File: src/ps2mc_pkg.sv
package ps2mc_pkg;

    localparam int SIZE_BITS           = 13;
    localparam int OUT_BITS            = 12;
    localparam int COORD_BITS_DEFAULT  = 12;
    localparam int DATA_BITS           = 8;
    localparam int OUT_TDATA_BITS      = 24;

    localparam logic [SIZE_BITS-1:0] WIDTH_RESET  = 13'd800;
    localparam logic [SIZE_BITS-1:0] HEIGHT_RESET = 13'd600;

    // configuration register indexes
    localparam logic REG_SCREEN_WIDTH  = 1'b0;
    localparam logic REG_SCREEN_HEIGHT = 1'b1;

    // sign bits in the first packet byte
    localparam int X_SIGN_BIT = 4;
    localparam int Y_SIGN_BIT = 5;

    typedef enum logic [1:0] {
        PHASE_FIRST,
        PHASE_SECOND,
        PHASE_THIRD
    } byte_phase_t;

endpackage

File: src/ps2_mouse_cursor_tracker_core.sv
// PS/2 mouse cursor tracker.
// Input stream s_*: one mouse byte per request in s_tdata. Every three bytes
// form a packet; the first carries the X and Y sign bits, the second and third
// the low 8 bits of the 9-bit X and Y movement.
// Output stream m_*: one request per completed packet, carrying the new
// cursor position. X is moved by the packet's X, Y against the packet's Y,
// and each saturates at 0 and at the screen size minus one.
// Configuration: wr_en/wr_index/wr_data write screen_width (index 0) and
// screen_height (index 1); write only while the block is idle.
// Throughput is one byte per cycle while no third byte is held off; the add
// and clamp are combinational and load the cursor registers, which drive
// m_tdata directly. The result appears on the cycle after the third byte is taken.
// Reset clears the byte phase and the cursor to (0, 0), the sizes to 800x600,
// and drops any pending output.
// When the receiver stalls, first and second bytes are still taken; a third
// byte is held off until the pending result has been taken.
module ps2_mouse_cursor_tracker_core #(
    parameter int COORD_BITS = ps2mc_pkg::COORD_BITS_DEFAULT
) (
    input  logic                               clk,
    input  logic                               rst_n,
    input  logic                               wr_en,
    input  logic                               wr_index,
    input  logic [ps2mc_pkg::SIZE_BITS-1:0]    wr_data,
    input  logic                               s_tvalid,
    output logic                               s_tready,
    input  logic [ps2mc_pkg::DATA_BITS-1:0]    s_tdata,      // [7:0] data_byte
    output logic                               m_tvalid,
    input  logic                               m_tready,
    output logic [ps2mc_pkg::OUT_TDATA_BITS-1:0] m_tdata     // [11:0] cursor_x, [23:12] cursor_y
);
    import ps2mc_pkg::*;

    localparam int SW   = (COORD_BITS + 1 > SIZE_BITS) ? COORD_BITS + 1 : SIZE_BITS;
    localparam int SUMW = COORD_BITS + 2;

    logic [SIZE_BITS-1:0]  width_reg, height_reg;
    byte_phase_t           phase_reg, phase_next;
    logic [7:0]            b0_reg, b1_reg;
    logic [COORD_BITS-1:0] pos_x_reg, pos_x_next;
    logic [COORD_BITS-1:0] pos_y_reg, pos_y_next;
    logic                  out_valid_reg, out_valid_next;

    logic                  accept;
    logic                  finish;
    logic [COORD_BITS-1:0] top_x, top_y;
    logic signed [SUMW-1:0] sum_x, sum_y;
    logic signed [8:0]     dx, dy;

    function automatic logic [COORD_BITS-1:0] size_top(input logic [SIZE_BITS-1:0] size);
        logic [SW-1:0] ext;
        logic [SW-1:0] lim;
        logic [SW-1:0] dec;
        ext = SW'(size);
        lim = SW'(1) << COORD_BITS;
        dec = ext - SW'(1);
        if (size == '0)
            size_top = '0;
        else if (ext > lim)
            size_top = '1;
        else
            size_top = dec[COORD_BITS-1:0];
    endfunction

    function automatic logic [COORD_BITS-1:0] clamp(input logic signed [SUMW-1:0] v,
                                                    input logic [COORD_BITS-1:0] top);
        logic signed [SUMW-1:0] top_s;
        top_s = signed'({2'b00, top});
        if (v < 0)
            clamp = '0;
        else if (v > top_s)
            clamp = top;
        else
            clamp = v[COORD_BITS-1:0];
    endfunction

    // a third byte must not overwrite a result still waiting
    assign s_tready = (phase_reg != PHASE_THIRD) || !out_valid_reg || m_tready;
    assign accept   = s_tvalid && s_tready;
    assign finish   = accept && (phase_reg == PHASE_THIRD);

    always_comb
    begin
        phase_next = phase_reg;
        if (accept)
        begin
            unique case (phase_reg)
                PHASE_FIRST:  phase_next = PHASE_SECOND;
                PHASE_SECOND: phase_next = PHASE_THIRD;
                PHASE_THIRD:  phase_next = PHASE_FIRST;
                default:      phase_next = PHASE_SECOND;
            endcase
        end
    end

    // sign and low byte together form the 9-bit two's complement movement
    assign dx    = signed'({b0_reg[X_SIGN_BIT], b1_reg});
    assign dy    = signed'({b0_reg[Y_SIGN_BIT], s_tdata});
    assign top_x = size_top(width_reg);
    assign top_y = size_top(height_reg);
    assign sum_x = signed'({2'b00, pos_x_reg}) + SUMW'(dx);
    assign sum_y = signed'({2'b00, pos_y_reg}) - SUMW'(dy);

    always_comb
    begin
        pos_x_next     = pos_x_reg;
        pos_y_next     = pos_y_reg;
        out_valid_next = out_valid_reg && !m_tready;
        if (finish)
        begin
            pos_x_next     = clamp(sum_x, top_x);
            pos_y_next     = clamp(sum_y, top_y);
            out_valid_next = 1'b1;
        end
    end

    always_ff @(posedge clk or negedge rst_n)
    begin
        if (!rst_n)
        begin
            width_reg     <= WIDTH_RESET;
            height_reg    <= HEIGHT_RESET;
            phase_reg     <= PHASE_FIRST;
            pos_x_reg     <= '0;
            pos_y_reg     <= '0;
            out_valid_reg <= 1'b0;
        end
        else
        begin
            if (wr_en)
            begin
                case (wr_index)
                    REG_SCREEN_WIDTH:  width_reg  <= wr_data;
                    REG_SCREEN_HEIGHT: height_reg <= wr_data;
                    default:           ;
                endcase
            end
            phase_reg     <= phase_next;
            pos_x_reg     <= pos_x_next;
            pos_y_reg     <= pos_y_next;
            out_valid_reg <= out_valid_next;
        end
    end

    // hold the first two bytes of the packet
    always_ff @(posedge clk)
    begin
        if (accept && phase_reg == PHASE_SECOND)
            b1_reg <= s_tdata;
        else if (accept && phase_reg != PHASE_THIRD)
            b0_reg <= s_tdata;
    end

    assign m_tvalid = out_valid_reg;

    generate
        if (COORD_BITS >= OUT_BITS)
        begin : g_trunc
            assign m_tdata = {pos_y_reg[OUT_BITS-1:0], pos_x_reg[OUT_BITS-1:0]};
        end
        else
        begin : g_ext
            assign m_tdata = {OUT_BITS'(pos_y_reg), OUT_BITS'(pos_x_reg)};
        end
    endgenerate

endmodule
File: config.mk
export PLATFORM = sky130hd
export DESIGN_NAME = ps2_mouse_cursor_tracker_core
export DESIGN_NICKNAME = d
export VERILOG_FILES = /design/src/ps2mc_pkg.sv /design/src/ps2_mouse_cursor_tracker_core.sv
export SDC_FILE = /design/constraint.sdc
export NUM_CORES = 1
export LEC_CHECK = 0
export ABC_AREA = 1
export BUFFER_PORTS_ARGS = -buffer_cell sky130_fd_sc_hd__buf_4
export CORE_MARGIN = 8
export CORE_UTILIZATION = 59
export CTS_CLUSTER_SIZE = 28
export DETAILED_ROUTE_END_ITERATION = 8
export GPL_TIMING_DRIVEN = 0
export PLACE_DENSITY = 0.8
export SYNTH_ARGS = -nofsm -noshare
export SYNTH_HDL_FRONTEND = slang
export SYNTH_SLANG_ARGS = --single-unit
export TNS_END_PERCENT = 50
File: constraint.sdc
create_clock -name clk -period 5.45 [get_ports clk]
set_clock_uncertainty 0.05 [all_clocks]
set_input_delay 0.2725 -clock clk [delete_from_list [all_inputs] [get_ports clk]]
set_output_delay 0.2725 -clock clk [all_outputs]
set_load 0.02 [all_outputs]
-- Word-level counts from Yosys, hierarchy flattened
Index checks and enable logic that the tools add are counted.
W data, S select, Z words.
- register bits after elaboration: 67
- latch bits: 0
- RAM bits: 0
- memory bits (read-only): 0
- bits of input ports: 27
- output and inout port bits: 26
- word-level logic and storage cells: 47
- memories kept: 0
- $add $sub $neg: 4
- multiply operators: 0
- divide/modulo/power cells: 0
- $lt $le $gt $ge: 6
- equality and inequality tests: 3
- shift-type cells: 0
- mux-type cells: 10
- bitwise operators: 2
- reduce and logical (&&, ||, !) cells: 14
- operator list (cell ; count):
    $mux W12 ; 8
    $gt A14 B13 Y1 ; 2
    $lt A14 B1 Y1 const B ; 2
    $gt A13 B13 Y1 const B ; 2
    $logic_not A13 Y1 ; 2
    $sub A12 B1 Y12 const B ; 2
    $add A13 B9 Y14 ; 1
    $sub A13 B9 Y14 ; 1
    $reduce_and A2 Y1 ; 3
    $logic_and A1 B1 Y1 ; 5
    $pmux W2 S2 ; 1
    $eq A2 B1 Y1 const B ; 1
    $eq A2 B2 Y1 const B ; 1
    $logic_not A1 Y1 ; 2
    $logic_or A1 B1 Y1 ; 2
    $ne A2 B2 Y1 const B ; 1
    $not A1 Y1 ; 2
    $mux W1 ; 1

-- Depth between registers and ports, before layout
Gate-level depths: netlist of run 1.
- depth after elaboration: 7
- gate-level depth with buffers: 22
- depth with buffers taken out: 21

-- Worst setup path after synthesis of run 1
OpenSTA, ideal clock, no wires.
- kind: reg-to-reg
- start: register pos_x_reg[4]
- end: register pos_x_reg[6]
- setup time: 0.117 ns
- arrival: 2.901 ns
- data required time: 5.283 ns
- slack: 2.382 ns
- cell stages (with the launch flop): 18
- path through: dfrtp_1 -> ha_1 -> a21oi_1 -> nand2_1 -> a21oi_1 -> o21ai_0 -> a21oi_1 -> xor2_1 -> inv_1 -> ha_1 -> a21oi_1 -> a21boi_2 -> nand3_2 -> nand3_2 -> buf_6 -> nand2_2 -> nand3_1 -> nand2_1
- cells in the longest elaborated chain, start to end: 4
- elaborated cells on any way between the ends: 5
- those cells by class: 1 x add/sub; 2 x order compare; 2 x mux
- ends and longest elaborated chain (element ; line ; source):
    start, declared ; ps2_mouse_cursor_tracker_core.sv:40 ; logic [COORD_BITS-1:0] pos_x_reg, pos_x_next;
    start signal, assigned ; ps2_mouse_cursor_tracker_core.sv:139 ; pos_x_reg <= pos_x_next;
    $add A13 B9 Y14 * ; ps2_mouse_cursor_tracker_core.sv:101 ; assign sum_x = signed'({2'b00, pos_x_reg}) + SUMW'(dx);
    $gt A14 B13 Y1 ; ps2_mouse_cursor_tracker_core.sv:71 ; else if (v > top_s)
    $mux W12 ; ps2_mouse_cursor_tracker_core.sv:71 ;
    $mux W12 * ; ps2_mouse_cursor_tracker_core.sv:69 ; if (v < 0)
Every way passes the cells marked *; elsewhere a longest branch is shown, timed or not.
A chain may end at the register's enable or synchronous reset.

-- Final worst setup path of run 1
- start: register pos_x_reg[2]
- end: register pos_x_reg[4]
The elaborated chain is that of the path after synthesis.

==> run metrics, run 1 <==
Yosys cell types 38; Pwr per Cell Area 579.7 nW/um^2; Rel. slew slack 0.5366; clk buf depth 2; Worst Min Path Start s_tdata[6]; Vias/cell 5.483; setup repair bufs after CTS 0; Synth Flop Type dfrtp_1; row cnt 35; RR Endpoint pos_x_reg[4]; worst-path maximum fanout 10; max-cap viol count 0; Slowest cell on crit path dfrtp_1; worst vdd ir around 0.00034 V; post-synthesis sequential area ratio 0.3014; CP Capture Point pos_x_reg[4]; #FFs+latches synth 63; # resized after CTS 0; cell taking the most area after synthesis dfrtp_1; Fmax achieved 0.2842 GHz; initial antenna violation count 0; setup_tns 0 ns; filler cell count 802; CP Capture Type register; routability cong. 0.9861; vias post-DR 5192; die height 111.9 um; most frequent cell after synthesis nand2_1; RR Startpoint pos_x_reg[2]; unrepaired setup endpoints after global routing false; Die Span X 111.9 um; Reg2Reg Setup Slack a little under 2 ns; TritonCTS Buffers 9; first-pass GRT wire length between 20000 and 25000 um; DRT iter0 DRCs around 360; Mapped Nets 852; YS warnings 0; CTS tree done; worst min path class input port to register; Finish-stage setup viols 0; drt wl/cell 14.16 um; Sink Count 63; final hold vios 0; # hold bufs at CTS 1; Area Growth Syn to Fin 13.42%; crit path cell chain ha_1, inv_1, nand2_1, nand3_1, nand2_1, a21oi_1, o21ai_0, a21oi_1, xor2_1, inv_1, ha_1, a21oi_1, a21boi_2, nand3_2, nand3_2, buf_6, nand2_2, nand3_1, nand2_1; Synth top cells by count nand2_1, inv_1, o21ai_0, ha_1; drt pass-1 iters 5; io pins 53; FF-to-FF path depth 19; Worst Tran Pin Value 0.6952 ns; CP peak stage delay around 0.42 ns; Avg Inst Size Synth 7.075 um^2; Synth area leaders dfrtp_1, nand2_1, ha_1; Synth Cell Area between 5000 and 6000 um^2; CTS clock-pin slew for the worst setup and hold paths 0.08 ns; initial core utilization 0.5986; Slew Viols, Final 0; Clock Tree Root clkbuf_8; ant diodes 0; Detail Route Antenna Nets 0; drt total wl between 10000 and 15000 um; die area around 13000 um^2; DRC viols 0; FFs w/ async S/R, synth 0.8413; Crit Path Class register to register; clk_lat worst skew ~0.34 ns; Worst Path Arrival 3.70 ns; Nets 916; gr ovfl total 0; core area 9065 um^2; Pwr Total between 3 and 4 mW; tightest hold margin 0.07045 ns; Worst Setup Start Kind register; Worst EP required 5.63 ns; GRT Overall Usage 0.2158; Port Buf Inserts 52; synthesized instance count ~770; period utilization 0.6455; H-tree depth 3; Synth top area share 0.2121; EDFF count, synth 10; CP Launch Point pos_x_reg[2]; post-layout min period 3.518 ns; Pleak 3.388 nW; layout cells sized above 1 0.1483; pin count of the biggest net entering global routing 54; status completed; DPL Wire Length 10700 um; vias in the first global route 5139
## worst min path at each step
stage | slack [ns] | end | depth (start not counted)
4_1_cts | 0.06 | b1_reg[6] | 1
2_1_floorplan | -0.07 | height_reg[0] | 0
5_1_grt | 0.05 | b1_reg[6] | 1
3_3_place_gp | 0.31 | width_reg[12] | 1
6_report | 0.07 | b1_reg[6] | 1
3_5_place_dp | 0.32 | width_reg[11] | 1
## cell type report
| class | count | area (um^2) | area share |
|---|---|---|---|
| Multi-Input combinational cell | 555 | 3201 | 0.5200 |
| Clock inverter | 6 | 61.31 | 0.009961 |
| Timing Repair Buffer | 53 | 400.4 | 0.06505 |
| Buffer | 19 | 102.6 | 0.01667 |
| Tap cell | 111 | 138.9 | 0.02257 |
| Sequential cell | 63 | 1635 | 0.2657 |
| Inverter | 130 | 488.0 | 0.07928 |
| Clock buffer | 10 | 127.6 | 0.02074 |
## cells in the final DEF, fill, tap and decap left out, types with 2 or more instances in the layout
cell and n:
xor2_1 19, nand3_1 46, o21bai_1 7, edfxtp_1 10
nor3_2 2, clkinv_1 3, nor2_1 33, xnor2_1 7
dfrtp_1 46, dfstp_2 7, nor3_1 6, ha_1 56
nand4_1 27, buf_6 3, clkbuf_1 11, fa_1 2
clkinvlp_4 3, a21oi_1 35, buf_2 4, inv_2 5
o21ai_0 58, buf_4 52, nor2_2 4, inv_1 123
clkbuf_8 9, nand2_1 213, or2_2 3, nand2_2 12
o21ai_1 2, nand3_2 14
## cell families after synthesis
family,count (synthesis),synth area share
compound gates,107,0.1049
xor+xnor,26,0.04196
buf+inv,149,0.1088
fa+ha+maj,58,0.1365
flops,63,0.3014
simple gates,364,0.3064
## worst max-delay path, delay by kind of cell, from the launching register on
kind	cells	cell delay [ns]
AOI/OAI and AO/OA	5	0.94
and+or+nand+nor	8	0.72
adders and majority gates	2	0.68
DFF	1	0.42
buffers and inverters	3	0.33
xor gates and xnor gates	1	0.26
## through the flow
| step | area (um^2) | std cells | utilization | setup WS, ns |
|---|---|---|---|---|
| after floorplan | 5426 | 767 | - | 2.382 |
| after global placement | 5956 | 930 | 0.6570 | 2.077 |
| after detailed placement | 5956 | 930 | 0.6570 | 1.998 |
| after CTS | 6155 | 947 | 0.6790 | 1.966 |
| after global routing | 6155 | 947 | 0.6790 | 1.689 |
| final | 6155 | 947 | 0.6790 | 1.932 |
## metal layers
metal  GRT usage  share of wire  vias up
met4     0.07657          0.021        0
met1      0.2502           0.44     2422
met5           0              0        -
met2      0.3897           0.50      133
met3     0.03680          0.042       24
li1            -              -     2613
## where the power goes
| group | internal (mW) | switching, mW | total [mW] | leakage (nW) |
|---|---|---|---|---|
| clock network | 0.209 | 0.193 | 0.402 | 0.0859 |
| registers | 0.621 | 0.130 | 0.752 | 0.752 |
| logic | 0.915 | 1.50 | 2.41 | 2.55 |
| total | 1.75 | 1.82 | 3.57 | 3.39 |
Power figures use the tool's default switching activity.
==> run 2: changes to the inputs <==
Settings changed: CORE_UTILIZATION 59 to 55, PLACE_DENSITY 0.8 to 0.78.
Clock period 5.45 ns to 2.8 ns, I/O delays scaled along.
==> run 2 against run 1 <==
Compared with the run above: the flow now finishes with violations (negative setup slack); cell area increased by 23%; combinational power increased to 3.0 times the previous value; core utilization increased by 10 points; largest cell class unchanged; largest power group unchanged.
==> run metrics, run 2 (synthesis gave the netlist of run 1 again) <==
Die Span X 115.3 um; Worst Path Arrival roughly 3.4 ns; crit path cell chain ha_4, nor2_1, nand2_1, nand3_2, nand2_4, a21oi_4, buf_4, buf_4, xor2_1, ha_1, nand2_1, inv_1, nor2_1, o21ai_1, nand3_1, nand3_4, nand3_4, buf_8, nand2_2, nand3_2, nand2_1; worst-path maximum fanout 5; period utilization 1.134; Port Buf Inserts 52; clk buf depth 2; core area 9684 um^2; FF-to-FF path depth 21; ant diodes 0; worst hold path endpoint height_reg[4]; H-tree depth 3; CTS clock-pin slew for the worst setup and hold paths 0.08 ns; Pleak 3.847 nW; Crit Path Class register to register; Slowest cell on crit path edfxtp_1; DRT iter0 DRCs 521; drt total wl between 15000 and 20000 um; unrepaired setup endpoints after global routing true; vias post-DR around 5600; Rel. slew slack 0.5288; most frequent CP cell nand2_1; RR Startpoint b1_reg[1]; filler cell count roughly 650; clk_lat worst skew 0.35 ns; Clock Tree Root clkbuf_8; Reg2Reg Setup Slack -0.38 ns; drt pass-1 iters 5; Area Growth Syn to Fin 39.77%; status finished with violations; vias in the first global route 5485; initial antenna violation count 0; violated checks negative setup slack; max-cap viol count 0; final core occ 0.7832; CP Launch Point b1_reg[1]; post-layout min period roughly 3.2 ns; Finish-stage setup viols 24; CTS tree done; Detail Route Antenna Nets 0; initial core utilization 0.5603; Vias/cell between 5 and 6; worst vdd ir 0.0007682 V; CP Capture Type register; setup slack after layout -0.3755 ns; pin count of the biggest net entering global routing 54; Nets 986; most frequent cells in the layout nand2_1, inv_1, buf_4, o21ai_0, ha_1; die height 115.3 um; first-pass GRT wire length 25210 um; Fmax achieved 0.3149 GHz; GRT Overall Usage 0.2367; Worst Tran Pin Value 0.7069 ns; Worst EP required 2.99 ns; Sink Count 63; hold path cells 3; TritonCTS Buffers 9; layout cells sized above 1 0.3400; gr ovfl total 0; drt wl/cell 15.95 um; setup_tns -7.037 ns; tightest hold margin 0.02455 ns; row cnt 36; die area ~13000 um^2; Slew Viols, Final 0; routability cong. 0.8775; DRC viols 0; io pins 53; commonest non-fill, non-tap cell in the layout nand2_1; CP peak stage delay 0.46 ns; Worst Min Path Start wr_data[4]; DPL Wire Length 11120 um; worst min path class input port to register; Pwr per Cell Area between 1000 and 1500 nW/um^2; Worst Setup Start Kind register; final hold vios 0; RR Endpoint pos_x_reg[4]
==> run 2: cell types whose count changed in the layout (fill, tap and decap cells not counted), moves of 11 or more <==
cell,change
a21oi_1,-13
buf_4,+58
dlygate4sd3_1,+11
ha_1,-18
ha_4,+17
inv_1,-12
inv_2,+12
nand2_1,-18
nand3_1,-18
nand3_2,+13
o21ai_0,-13
==> run 2: cell type report <==
cell class	count	area, um^2	area share
plain buffers	19	131.4	0.01732
clock buffers	10	127.6	0.01683
clock inverters	6	85.08	0.01122
inverters	130	488.0	0.06434
multi-input cells	555	3958	0.5218
flip-flops and latches	63	1648	0.2173
well taps	133	166.4	0.02194
repair buffers	123	980.9	0.1293
==> run 2: stage by stage <==
| step | instances | setup slack [ns] | instance area, um^2 | total power, mW |
|---|---|---|---|---|
| global placement | 952 | -0.3399 | 6207 | 6.176 |
| global route | 1039 | -0.5112 | 7585 | 10.23 |
| detailed placement | 952 | -0.4318 | 6207 | 6.381 |
| floorplan | 767 | -0.03281 | 5650 | 5.182 |
| finish | 1039 | -0.3755 | 7585 | 9.540 |
| CTS | 1021 | -0.2679 | 7056 | 8.236 |
==> run 2: layer usage <==
layer | track usage | up-vias | share of wire
li1 | - | 2737 | -
met1 | 0.2833 | 2665 | 0.41
met2 | 0.4132 | 185 | 0.51
met3 | 0.04464 | 40 | 0.046
met4 | 0.08319 | 0 | 0.026
met5 | 0 | - | 0
==> run 2: worst max-delay path by stage <==
stage | endpoint | slack (ns)
2_1_floorplan | pos_x_reg[1] | -0.03
3_3_place_gp | pos_x_reg[3] | -0.34
3_5_place_dp | pos_x_reg[2] | -0.43
4_1_cts | pos_x_reg[3] | -0.27
5_1_grt | pos_x_reg[4] | -0.51
6_report | pos_x_reg[4] | -0.38
==> run 2: worst max-delay path: cells and delay by family (launching register included) <==
kind                       cells  cell delay, ns
buffers and inverters          4            0.39
DFF                            1            0.46
and+or+nand+nor               12            1.15
adders and majority gates      2            0.50
xor gates and xnor gates       1            0.27
AOI/OAI and AO/OA              2            0.24
==> run 2: power by group <==
group | internal, mW | total [mW] | switching (mW)
sequential | 1.22 | 1.49 | 0.267
clock | 0.498 | 0.877 | 0.379
combinational | 3.11 | 7.17 | 4.06
total | 4.83 | 9.54 | 4.71
==> run 2: timing repair <==
item	CTS	global route
setup buffers	39	17
gates resized for setup	50	87
pin swaps	33	47
cloned	2	1
hold buffers	12	0
endpoints found under the hold margin	59	0
setup endpoints to repair	24	24
